--- config.mk ---
export PLATFORM = sky130hd
export DESIGN_NAME = htc_hash
export DESIGN_NICKNAME = d
export VERILOG_FILES = /design/src/hw/rtl/htc_pkg.sv /design/src/hw/rtl/htc_hash.sv
export SDC_FILE = /design/constraint.sdc
export NUM_CORES = 1
export LEC_CHECK = 0
export ABC_CLOCK_PERIOD_IN_PS = 6150
export BUFFER_PORTS_ARGS = -buffer_cell sky130_fd_sc_hd__buf_2
export CORE_ASPECT_RATIO = 1.2
export CORE_MARGIN = 5
export CORE_UTILIZATION = 56
export DETAILED_ROUTE_END_ITERATION = 8
export HOLD_SLACK_MARGIN = 0.05
export PLACE_DENSITY_LB_ADDON = 0.1
export SLEW_MARGIN = 20
export SYNTH_ARGS = -nofsm -noshare
export SYNTH_HDL_FRONTEND = slang
export SYNTH_SLANG_ARGS = --single-unit
--- constraint.sdc ---
create_clock -name clk -period 6.15 [get_ports clk]
set_input_delay 1.5375 -clock clk [delete_from_list [all_inputs] [get_ports clk]]
set_output_delay 1.5375 -clock clk [all_outputs]
set_load 0.01 [all_outputs]
--- src/hw/rtl/htc_pkg.sv ---
// Package for the hashed tile cache table: payload structs, codes and the byte prime table.
// No dependencies.
package htc_pkg;

	typedef enum logic [1:0] {
		OP_LOOKUP = 2'd0,
		OP_INSERT = 2'd1,
		OP_REMOVE = 2'd2,
		OP_UNUSED = 2'd3
	} op_t;

	typedef enum logic [1:0] {
		ST_DONE     = 2'd0,
		ST_NOTFOUND = 2'd1,
		ST_FULL     = 2'd2,
		ST_SPARE    = 2'd3
	} status_t;

	typedef struct packed {
		logic [1:0]  operation;
		logic [63:0] origin_x;
		logic [63:0] origin_y;
		logic [63:0] origin_z;
		logic [7:0]  res_level;
		logic [31:0] tile_handle;
		logic [31:0] tile_bytes;
	} req_t;

	typedef struct packed {
		logic [1:0]  status;
		logic [31:0] handle_out;
		logic [47:0] total_bytes;
	} rsp_t;

	// One stored entry of the slot memory.
	typedef struct packed {
		logic [63:0] x;
		logic [63:0] y;
		logic [63:0] z;
		logic [7:0]  level;
		logic [31:0] handle;
		logic [31:0] size;
		logic [31:0] stamp;
	} slot_t;

	localparam logic [47:0] TOTAL_MAX = 48'hFFFF_FFFF_FFFF;

	function automatic logic [7:0] byte_prime(input logic [4:0] k);
		logic [7:0] p;
		case (k)
			5'd0: p = 8'd101;  5'd1: p = 8'd103;  5'd2: p = 8'd107;  5'd3: p = 8'd109;
			5'd4: p = 8'd113;  5'd5: p = 8'd127;  5'd6: p = 8'd131;  5'd7: p = 8'd137;
			5'd8: p = 8'd139;  5'd9: p = 8'd149;  5'd10: p = 8'd151; 5'd11: p = 8'd157;
			5'd12: p = 8'd163; 5'd13: p = 8'd167; 5'd14: p = 8'd173; 5'd15: p = 8'd179;
			5'd16: p = 8'd181; 5'd17: p = 8'd191; 5'd18: p = 8'd193; 5'd19: p = 8'd197;
			5'd20: p = 8'd199; 5'd21: p = 8'd211; 5'd22: p = 8'd223; 5'd23: p = 8'd227;
			default: p = 8'd0;
		endcase
		return p;
	endfunction

endpackage

--- src/hw/rtl/htc_hash.sv ---
// Key hash unit: one byte times its prime accumulated per cycle over all 24 key bytes,
// then a reciprocal multiply reduces the sum to a bucket. Depends on htc_pkg.
module htc_hash import htc_pkg::*; #(
	parameter int BUCKETS = 256
) (
	input  logic                         clk,
	input  logic                         arst_n,
	input  logic                         go,
	input  logic [191:0]                 key,
	output logic                         done,
	output logic [$clog2(BUCKETS+1)-1:0] bucket
);
	localparam int BW = $clog2(BUCKETS + 1);
	// The byte sum stays below 2^20, so a 20-bit dividend and a shift of
	// 20 + log2(BUCKETS) make the reciprocal quotient exact.
	localparam int QS = 20 + $clog2(BUCKETS);
	localparam longint RECIP_L = ((longint'(1) << QS) + longint'(BUCKETS) - 1)
		/ longint'(BUCKETS);
	localparam logic [21:0] RECIP = 22'(RECIP_L);
	localparam logic [19:0] BK = 20'(BUCKETS);

	logic         run_q;
	logic         fin_q;
	logic [4:0]   idx_q;
	logic [191:0] key_q;
	logic [19:0]  sum_q;
	logic [19:0]  quo_q;
	logic [15:0]  prod;
	logic [41:0]  qprod;
	logic [19:0]  rem;

	assign prod  = 16'(key_q[7:0]) * 16'(byte_prime(idx_q));
	assign qprod = 42'(sum_q) * 42'(RECIP);

	always_ff @(posedge clk or negedge arst_n) begin
		if (!arst_n) begin
			run_q <= 1'b0;
			fin_q <= 1'b0;
			idx_q <= '0;
			done  <= 1'b0;
		end else begin
			if (go) begin
				run_q <= 1'b1;
				idx_q <= '0;
			end else if (run_q) begin
				idx_q <= idx_q + 5'd1;
				if (idx_q == 5'd23) run_q <= 1'b0;
			end
			fin_q <= run_q && !go && (idx_q == 5'd23);
			done  <= fin_q;
		end
	end

	// Byte order x0..x7, y0..y7, z0..z7 matches the prime table order.
	always_ff @(posedge clk) begin
		if (go) begin
			key_q <= key;
			sum_q <= '0;
		end else if (run_q) begin
			key_q <= key_q >> 8;
			sum_q <= sum_q + 20'(prod);
		end
		if (fin_q) quo_q <= 20'(qprod >> QS);
	end

	assign rem    = sum_q - quo_q * BK;
	assign bucket = BW'(rem);
endmodule

; After elaboration in Yosys (flattened, before gate mapping)
; Memory sizes are Yosys's and may differ from the RTL's.
; Cells that the tools add are included.
[op_classes]
n_addsub = 3
n_eq_ne = 1
n_reduce_logical = 4
mul = 1
muxes = 7
[op_table]
columns = op, n
row1 = 192-bit 2-to-1 mux, 2
row2 = 20-bit by 16-bit adder with 20-bit output, 1
row3 = 8-bit by 8-bit multiplier with 16-bit output, 1
row4 = 5-bit 2-to-1 mux, 2
row5 = 9-bit subtractor, 1
row6 = "5-bit by 1-bit adder with 5-bit output, second input constant", 1
row7 = "5-bit == test, second input constant", 1
row8 = 1-bit 2-to-1 mux, 3
row9 = 1-bit logical AND, 2
row10 = 2-bit nonzero test, 1
row11 = 1-bit logical NOT, 1
[word_totals]
elab_cells = 24
regBits = 221
memories = 1
in_bits = 195
out_inout_bits = 10
rom_bits = 256
[mem_list]
columns = memory, words, width, rd, rd_ports_with_merged_regs, write_ports, line_no
row1 = (name not given), 32, 8, 1, 0, 0, htc_pkg.sv:50  ; case (k)

; Logic depth before layout (Yosys ltp)
; Gate-level depths: netlist of the first run.
[logic_depth]
ltp_word = 4
mapped_depth = 23
ltp_nobuf = 22

; Least setup slack after synthesis of the first run
; Ideal clock, no wire load.
[synth_path]
path_type = register to register
from = reg idx_q[1]
to = reg sum_q[8]
path_stages_with_launch = 23
path_slack_ns = 0.982
path_buffers = 1
required_time_ns = 6.047
arrival_time_ns = 5.064
setup_ns = 0.103
synth_period_minus_slack_ns = 5.168
path_cell_list = dfrtp_1 buf_6 inv_2 ha_1 and2_1 o21ai_0 a21oi_1 or2_1 and2_1 fa_1 fa_1 inv_1 fa_1 fa_1 inv_1 ha_1 inv_2 o21bai_1 a21oi_1 xnor3_1 nand2_1 nor2_1 a2111oi_2
[synth_via]
elab_chain_len = 3
[synth_rtl]
columns = element, line_no
row1 = from (decl), htc_hash.sv:24  ; logic [4:0] idx_q;
row2 = from (signal assigned), htc_hash.sv:46  ; idx_q <= idx_q + 5'd1;
row3 = memory 32 x 8 bit, n/a
row4 = 8-bit by 8-bit multiplier with 16-bit output, htc_hash.sv:32  ; assign prod = 16'(key_q[7:0]) * 16'(byte_prime(idx_q));
row5 = 20-bit by 16-bit adder with 20-bit output, htc_hash.sv:61  ; sum_q <= sum_q + 20'(prod);
row6 = to (signal assigned), htc_hash.sv:61
row7 = to (decl), htc_hash.sv:26  ; logic [19:0] sum_q;
; No other way between the ends.
; A chain may end at the register's enable or synchronous reset.

; Final worst setup path of the first run
[layout_path]
from = reg idx_q[2]
to = reg sum_q[8]
; Same word-level chain as after synthesis.

==> results of run 1 <==
==> report_power, final <==
| group | switching (W) | internal, W |
|---|---|---|
| clock network | 0.000505 | 0.000686 |
| logic | 0.000664 | 0.000720 |
| registers | 0.0000721 | 0.00174 |
==> synthesized netlist by cell type, types with 2 or more instances <==
cell	count
a32oi_1	2
and2_2	2
nand3_1	2
nor2_1	19
o21ai_1	2
mux2_1	2
o21ai_0	3
a21o_1	3
fa_1	25
nand4_1	2
ha_1	23
dfrtp_1	8
nand2_1	36
inv_1	54
and2_1	19
a211oi_1	2
nor3_1	3
nor2b_1	3
edfxtp_1	193
dfxtp_1	9
clkbuf_1	26
a21oi_1	7
inv_2	3
xor2_1	2
buf_6	4
xnor2_1	16
buf_4	8
mux2_2	184
mux2i_1	11
==> layout by cell type (no fill, tap or decap), types with 2 or more instances in the layout <==
| cell type | instances |
|---|---|
| o21ai_0 | 3 |
| o21ai_1 | 2 |
| and2_1 | 19 |
| fa_1 | 25 |
| clkbuf_16 | 21 |
| clkinv_2 | 6 |
| nand4_1 | 2 |
| diode_2 | 2 |
| buf_2 | 203 |
| ha_1 | 23 |
| xor2_1 | 2 |
| mux2_1 | 2 |
| nor3_1 | 3 |
| clkinv_1 | 2 |
| nor2_1 | 19 |
| dfxtp_1 | 9 |
| clkbuf_1 | 6 |
| mux2_2 | 184 |
| nand2_1 | 36 |
| inv_2 | 3 |
| edfxtp_1 | 193 |
| and2_2 | 2 |
| nor2b_1 | 3 |
| nand3_1 | 2 |
| a211oi_1 | 2 |
| a21o_1 | 3 |
| dfrtp_1 | 8 |
| inv_1 | 54 |
| a32oi_1 | 2 |
| xnor2_1 | 16 |
| a21oi_1 | 7 |
| mux2i_1 | 11 |
| buf_12 | 2 |
==> state kept, by name (all words and copies together) (netlist names) <==
| signal | count |
|---|---|
| done | 1 |
| fin_q | 1 |
| idx_q | 5 |
| key_q | 192 |
| quo_q | 1 |
| run_q | 1 |
| sum_q | 9 |
==> worst register-to-register path, stage by stage, from the launching register on <==
cell	delay (ps)
dfrtp_1	810
mux2i_1	270
mux2i_1	110
o21ai_2	360
nand2_1	150
fa_1	520
inv_1	50
fa_1	450
ha_1	290
inv_1	50
fa_1	600
inv_1	60
ha_1	290
a21o_1	190
a21oi_1	240
o21bai_1	90
a21oi_1	150
xnor3_1	420
nand2_1	80
nor2_1	70
a2111oi_2	340
==> metrics by stage <==
stage	hold WS [ps]	total power, W	area [um^2]	utilization	setup slack [ps]
after global placement	376	0.00315	11600	0.636	743
final	406	0.00439	12300	0.671	428
after global routing	423	0.00470	12300	0.671	89.7
after floorplan	362	0.00295	10500	-	982
after detailed placement	395	0.00324	11600	0.636	493
after CTS	410	0.00444	12300	0.671	482
==> cell families after synthesis <==
logic type,count (synthesis),synth area share
DFF,210,0.590
muxes,198,0.213
buffers and inverters,97,0.0407
and+or+nand+nor,92,0.0423
adders and majority gates,48,0.0754
AOI/OAI and AO/OA,28,0.0196
xor gates and xnor gates,20,0.0188
==> cell type report <==
| type | instances | area [um^2] | area share |
|---|---|---|---|
| clock buffers | 28 | 562 | 0.0457 |
| diodes | 2 | 5.00 | 0.000407 |
| inverters | 57 | 214 | 0.0174 |
| flip-flops and latches | 210 | 6180 | 0.503 |
| well taps | 252 | 315 | 0.0257 |
| multi-input cells | 386 | 3860 | 0.314 |
| repair buffers | 207 | 1070 | 0.0875 |
| clock inverters | 10 | 76.3 | 0.00621 |
==> routing by layer <==
layer	wire length, um	track usage	vias to the layer above
met5	74	0	-
met4	311	0.0380	14
met3	1850	0.0717	41
met2	9900	0.310	175
met1	7780	0.217	2858
li1	-	-	2871
==> how the worst min path moves through the flow <==
| stage | to | slack, ps | depth (start not counted) |
|---|---|---|---|
| final | done | 410 | 0 |
| after global routing | done | 420 | 0 |
| after CTS | done | 410 | 0 |
| after detailed placement | done | 400 | 0 |
| after global placement | done | 380 | 0 |
| after floorplan | done | 360 | 0 |
==> metrics, run 1 <==
status=complete, no violations; dpl hpwl=14.1 mm; Final Critical Period=5720 ps; Critical path origin=idx_q[2]; FMAX=175 MHz; Post-synth EDFFs=193; final wirelength=19.9 mm; num rows=54; Clk pin slew, worst setup/hold paths=60 ps; share of post-route cells with drive strength above 1=0.483; CP top delay family=adder cells; area of the die=21500 um^2; CP bufs+invs=3; antenna violations before repair=7; All-Layer GR Usage=0.181; vias per cell=5.17; Critical path destination=sum_q[8]; reg2reg end=sum_q[8]; worst skew pair latency=490 ps; Unique masters post-synth=49; Layout fillers=1336; I/O Pins=205; flops & latches, synth=210; Synth-to-Final Area Change=17.4%; H-tree depth=1; Syn Std Cell Area=10500 um^2; post-synth top area share=0.554; CTS tree=built; top_reg_cell synth=edfxtp_1; via count=5959; CP Max Fanout=24; Worst Tran Pin Value=887 ps; post-CTS setup buffers=0; Max IR drop VDD=0.322 mV; Routed Antenna Nets=0; slowest stage delay, CP=810 ps; Post-synth ARST share=0.0381; largest cells by area after synthesis=edfxtp_1 (55%), mux2_2 (20%), fa_1 (4.8%), ha_1 (2.8%), inv_1 (1.9%); crit path kind=reg -> reg; hold_buf cts=0; Inserted Clock Buffers=21; nets=1126; First-pass DRT Iterations=5; drt drc=0; syn_nets=936; CP Depth=20; nature of the critical path startpoint=flop; WP data arrival=6080 ps; area of the core=18300 um^2; IO Port Bufs=204; Seq/Total Area, Yosys=0.590; Mapped Cells=693; Critical Path Slowest Stage Cell=dfrtp_1; Routability Congestion=0.858; Slew headroom=0.408; GRT overflow=0; HP Start=fin_q; CTS max path bufs=3; Syn Area/Cell=15.1 um^2; dpl cells=1112; Max Cap Viol=0; worst-path cell chain=mux2i_1 -> mux2i_1 -> o21ai_2 -> nand2_1 -> fa_1 -> inv_1 -> fa_1 -> ha_1 -> inv_1 -> fa_1 -> inv_1 -> ha_1 -> a21o_1 -> a21oi_1 -> o21bai_1 -> a21oi_1 -> xnor3_1 -> nand2_1 -> nor2_1 -> a2111oi_2; DR WL/cell=17.3 um; Crit. End Element=flop; chip width=135 um; Synthesis Warnings=0; PostCTS Resize Cnt=0; Worst R2R Setup Slack=430 ps; leading area contributor after synthesis=edfxtp_1; Starting Density=0.571; Lkg Pwr=5.18 nW; first-pass GRT wire length=31.6 mm; vias in the first global route=6358; fin. max-slew vios=0; Clock Skew=9.07 ps; R2R cell count=20; Worst Path Required=6510 ps; final setup fails=0; setup TNS=0 ps; Worst Hold Class=reg -> reg; root buf cell=clkbuf_16; final cell count without fillers=1152; largest net degree at the start of global routing=151; Die H=160 um; RSZ-0062 raised after global routing=no; Detailed Route Iter0 Violations=331; Final Cycle Share=0.930; Power Density=357 nW/um^2; Hold Fails Final Rpt=0; CTS Sinks=210; worst reg2reg path startpoint=idx_q[2]
Note: power is estimated with default switching activity, not from simulation.
==> run 2, diff against run 1 <==
- PLACE_DENSITY: default -> 0.81
- PLACE_DENSITY_LB_ADDON: 0.1 -> default
==> metrics, run 2 (synthesis gave the netlist of run 1 again) <==
status=complete, no violations; Lkg Pwr=5.20 nW; num rows=54; antenna violations before repair=4; Clk pin slew, worst setup/hold paths=60 ps; largest net degree at the start of global routing=136; Regs by FF count=key_q x192, sum_q x9, idx_q x5; CTS max path bufs=3; worst hold margin=406 ps; CP Max Fanout=12; CP bufs+invs=4; slowest stage delay, CP=570 ps; Crit. End Element=flop; Synth-to-Final Area Change=17.8%; vias in the first global route=6472; final setup fails=0; H-tree depth=1; Worst Path Required=6540 ps; All-Layer GR Usage=0.190; nets=1129; final wirelength=20.8 mm; setup TNS=0 ps; Clock Skew=11.1 ps; Max Cap Viol=0; DR WL/cell=18.0 um; drt drc=0; Worst Tran Pin Value=873 ps; Final Critical Period=5630 ps; Layout fillers=1350; chip width=135 um; post-CTS setup buffers=0; Clk network pwr share=0.285; Comb pwr share=0.306; Slew headroom=0.418; CTS tree=built; first-pass GRT wire length=32.7 mm; Sw Pwr=0.00125 W; Worst Hold Class=reg -> reg; RSZ-0062 raised after global routing=no; I/O Pins=205; nature of the critical path startpoint=flop; CTS Sinks=210; root buf cell=clkbuf_16; worst skew pair latency=500 ps; max reg flops=192; PostCTS Resize Cnt=0; fin. max-slew vios=0; met2 WL=10.8 mm; Hold Fails Final Rpt=0; commonest non-fill, non-tap cell in the layout=buf_2; top sig layer=met5; FMAX=178 MHz; First-pass DRT Iterations=6; Final Cycle Share=0.915; most frequent cells in the layout=buf_2 (203), edfxtp_1 (193), mux2_2 (184); hold_buf cts=0; Inserted Clock Buffers=23; Power Density=360 nW/um^2; worst-path cell chain=inv_2 -> ha_1 -> and2_1 -> o21ai_0 -> a21oi_1 -> or2_1 -> and2_1 -> fa_1 -> fa_1 -> inv_1 -> fa_1 -> fa_1 -> inv_1 -> ha_1 -> inv_2 -> o21bai_1 -> a21oi_1 -> xnor3_1 -> nand2_1 -> nor2_1 -> a2111oi_2; Routability Congestion=0.844; via count=6015; IO Port Bufs=204; wire length on met3=1.58 mm; GRT overflow=0; M1 WL=8.11 mm; Critical Path Slowest Stage Cell=dfrtp_1; Routed Antenna Nets=0; register name with the most flops=key_q; crit-path most repeated cell=fa_1; area of the core=18300 um^2; share of post-route cells with drive strength above 1=0.483; Reg power frac=0.409; area of the die=21500 um^2; diode count=0; Worst R2R Setup Slack=520 ps; Switching Share=0.283; CP top delay family=adder cells; total power=0.00444 W; Max IR drop VDD=0.288 mV; vias per cell=5.21; internal power=0.00318 W; dpl hpwl=14.7 mm; Detailed Route Iter0 Violations=320; Die H=160 um; Starting Density=0.571; WP data arrival=6020 ps; fin util=0.673; crit path kind=reg -> reg
[run 2: path summary, 6_finish.rpt]
kind,startpoint,end,cells past startpoint
hold / removal,fin_q,done,0
setup reg to reg,idx_q[1],sum_q[8],21
max in group asynchronous,arst_n,idx_q[1],1
min in group asynchronous,arst_n,done,1
setup / recovery,idx_q[1],sum_q[8],21
hold reg to reg,fin_q,done,0
[run 2: layout make-up]
| class | instances | area (um^2) | share of cell area |
|---|---|---|---|
| Clock inverter | 13 | 93.8 | 0.00761 |
| Timing Repair Buffer | 208 | 1070 | 0.0870 |
| Clock buffer | 28 | 594 | 0.0482 |
| Inverter | 57 | 214 | 0.0174 |
| Sequential cell | 210 | 6180 | 0.501 |
| Multi-Input combinational cell | 386 | 3860 | 0.313 |
| Tap cell | 252 | 315 | 0.0256 |
[run 2: power groups by stage]
stage	registers [W]	clock network, W	logic (W)
2_1_floorplan	0.00181	0	0.00114
3_3_place_gp	0.00184	0	0.00131
3_5_place_dp	0.00184	0	0.00137
4_1_cts	0.00182	0.00130	0.00138
5_1_grt	0.00183	0.00136	0.00156
6_report	0.00181	0.00126	0.00136
[run 2: per-layer routing]
| layer | track usage | up-vias |
|---|---|---|
| met2 | 0.335 | 156 |
| met4 | 0.0356 | 8 |
| met3 | 0.0585 | 26 |
| met1 | 0.233 | 2951 |
| met5 | 0 | - |
| li1 | - | 2874 |
[run 2: per-stage QoR]
stage	cells	worst slack, ps	instance area, um^2
2_1_floorplan	693	982	10500
3_3_place_gp	1113	737	11600
3_5_place_dp	1113	555	11600
4_1_cts	1154	507	12300
5_1_grt	1154	259	12300
6_report	1154	523	12300
==> run 3, diff against run 2 <==
- ABC_AREA: default -> 1
- SKIP_LAST_GASP: default -> 1
==> metrics, run 3 <==
Clock Skew=10.3 ps; dpl hpwl=16.3 mm; hold_buf cts=0; antenna violations before repair=0; Routability Congestion=0.852; Worst Path Required=6550 ps; Max IR drop VDD=0.234 mV; GR Util met3=0.0356; Starting Density=0.563; reg2reg end=sum_q[8]; num rows=55; area of the die=21700 um^2; Lkg Pwr=6.41 nW; worst skew pair latency=500 ps; Synthesis Warnings=0; flops & latches, synth=210; Regs by FF count=key_q x192, sum_q x9, idx_q x5; fin util=0.661; Clk pin slew, worst setup/hold paths=60 ps; Die H=160 um; root buf cell=clkbuf_16; met2 track demand over resource=0.383; syn_nets=1407; final setup fails=0; Hold EP=done; H-tree depth=1; Clk network pwr share=0.297; Synth top cells by count=nand2_1 (668), edfxtp_1 (193), inv_1 (95); pre-CTS setup slack=1080 ps; Post-synth EDFFs=193; All-Layer GR Usage=0.221; crit path kind=reg -> reg; I/O Pins=205; GRT overflow=0; DR WL/cell=14.8 um; Crit. End Element=flop; Switching Share=0.309; Max Cap Viol=0; register area=6180 um^2; Sw Pwr=0.00128 W; Syn Area/Cell=9.05 um^2; Critical path origin=idx_q[1]; nature of the critical path startpoint=flop; CP Max Fanout=9; WP data arrival=5530 ps; HP Start=fin_q; Syn Std Cell Area=10500 um^2; First-pass DRT Iterations=5; post-synth top area share=0.550; Seq/Total Area, Yosys=0.586; setup slack after layout=1010 ps; Worst Hold Class=reg -> reg; Routed Antenna Nets=0; FMAX=195 MHz; drt drc=0; via count=8169; final wirelength=23.9 mm; final cell count without fillers=1618; area occupied by multi-input gates=3750 um^2; Critical Path Slowest Stage Cell=fa_1; Most Used Layer, Global Route=met2; Post-synth ARST share=0.0381; top-count cell post-synth=nand2_1; area of the core=18700 um^2; RSZ-0062 raised after global routing=no; R2R cell count=29; setup TNS=0 ps; share of post-route cells with drive strength above 1=0.181; Synth-to-Final Area Change=17.4%; Mapped Cells=1164; slowest stage delay, CP=560 ps; Worst Tran Pin Value=1080 ps; CTS tree=built; post-CTS setup buffers=0; Detailed Route Iter0 Violations=593; Hold Fails Final Rpt=0; Reg power frac=0.430; Layout fillers=1506; Unique masters post-synth=30; top_reg_cell synth=edfxtp_1; Inserted Clock Buffers=23; WHS Path Cells=0; CTS Sinks=210; fin. max-slew vios=0; Comb pwr share=0.273; Worst R2R Setup Slack=1010 ps; first-pass GRT wire length=38.9 mm; dpl cells=1578; Power Density=334 nW/um^2; max reg flops=192; vias per cell=5.05; Final Cycle Share=0.835; chip width=135 um; PostCTS Resize Cnt=0; largest net degree at the start of global routing=116; worst reg2reg path startpoint=idx_q[1]; leading area contributor after synthesis=edfxtp_1; diode count=0; commonest non-fill, non-tap cell in the layout=nand2_1; largest cells by area after synthesis=edfxtp_1 (55%), nand2_1 (24%), fa_1 (4.8%), inv_1 (3.4%), ha_1 (2.7%); status=complete, no violations; vias in the first global route=8267; Slew headroom=0.278; most frequent cells in the layout=nand2_1 (668), buf_2 (203), edfxtp_1 (193); IO Port Bufs=204; internal power=0.00285 W; Final Critical Period=5140 ps; nets=1590; crit-path most repeated cell=nand2_1; CTS max path bufs=3; met1 usage=0.287; register name with the most flops=key_q
==> run 3: cell count changes after synthesis, sizes merged, moves of 11 or more <==
| cell | previous run | this run |
|---|---|---|
| nand3 | 2 | 31 |
| clkbuf | 26 | 42 |
| nand2 | 37 | 669 |
| and2 | 21 | 1 |
| xnor2 | 17 | 1 |
| mux2i | 11 | 0 |
| inv | 57 | 97 |
| mux2 | 186 | 0 |
==> run 3: worst max-delay path by stage <==
stage          endpoint  slack [ps]  cells after the start
2_1_floorplan  key_q[0]        1400                      3
3_5_place_dp   sum_q[8]        1080                     31
4_1_cts        sum_q[8]        1050                     29
6_report       sum_q[8]        1010                     29
5_1_grt        sum_q[8]         580                     29
3_3_place_gp   sum_q[8]        1280                     31
==> run 3: area by class of cell <==
type                            instances  area share
Clock inverter                         15     0.00607
Multi-Input combinational cell        802       0.303
Sequential cell                       210       0.499
Timing Repair Buffer                  211      0.0873
Inverter                               99      0.0309
Clock buffer                           25      0.0471
Tap cell                              256      0.0259
==> run 3: power groups by stage <==
stage / registers [W] / logic (W) / clock network [W]
2_1_floorplan: 0.00179 / 0.000851 / 0
3_3_place_gp: 0.00180 / 0.00106 / 0
3_5_place_dp: 0.00181 / 0.00111 / 0
4_1_cts: 0.00178 / 0.00113 / 0.00125
5_1_grt: 0.00179 / 0.00133 / 0.00131
6_report: 0.00178 / 0.00113 / 0.00123
==> run 3: critical path: cells and delay by family (launching register included) <==
| family | cells | cell delay (ps) |
|---|---|---|
| adder cells (fa/ha/maj) | 6 | 2730 |
| AND/OR/NAND/NOR | 16 | 1370 |
| buffers and inverters | 7 | 480 |
| flip-flops | 1 | 450 |
==> run 3: cell families (layout without fill, tap and decap cells) <==
kind of cell | after synthesis | count (layout) | share of synthesized area
fa+ha+maj | 48 | 48 | 0.0748
compound gates | 22 | 22 | 0.0125
flops | 210 | 210 | 0.586
simple gates | 728 | 728 | 0.266
buf+inv | 152 | 350 | 0.0576
xor+xnor | 4 | 4 | 0.00333
==> run 3: through the flow <==
stage	hold WS, ps	total power [W]	instance area (um^2)
after global routing	450	0.00444	12400
after floorplan	362	0.00264	10500
after global placement	410	0.00286	11700
after CTS	432	0.00416	12400
after detailed placement	414	0.00291	11700
final	433	0.00413	12400
==> run 3: layer usage <==
layer,part of all wire,wire (um),vias up
met5,0,0,-
met2,0.51,12200,292
li1,-,-,4024
met1,0.41,9770,3813
met4,0.019,445,0
met3,0.062,1490,40
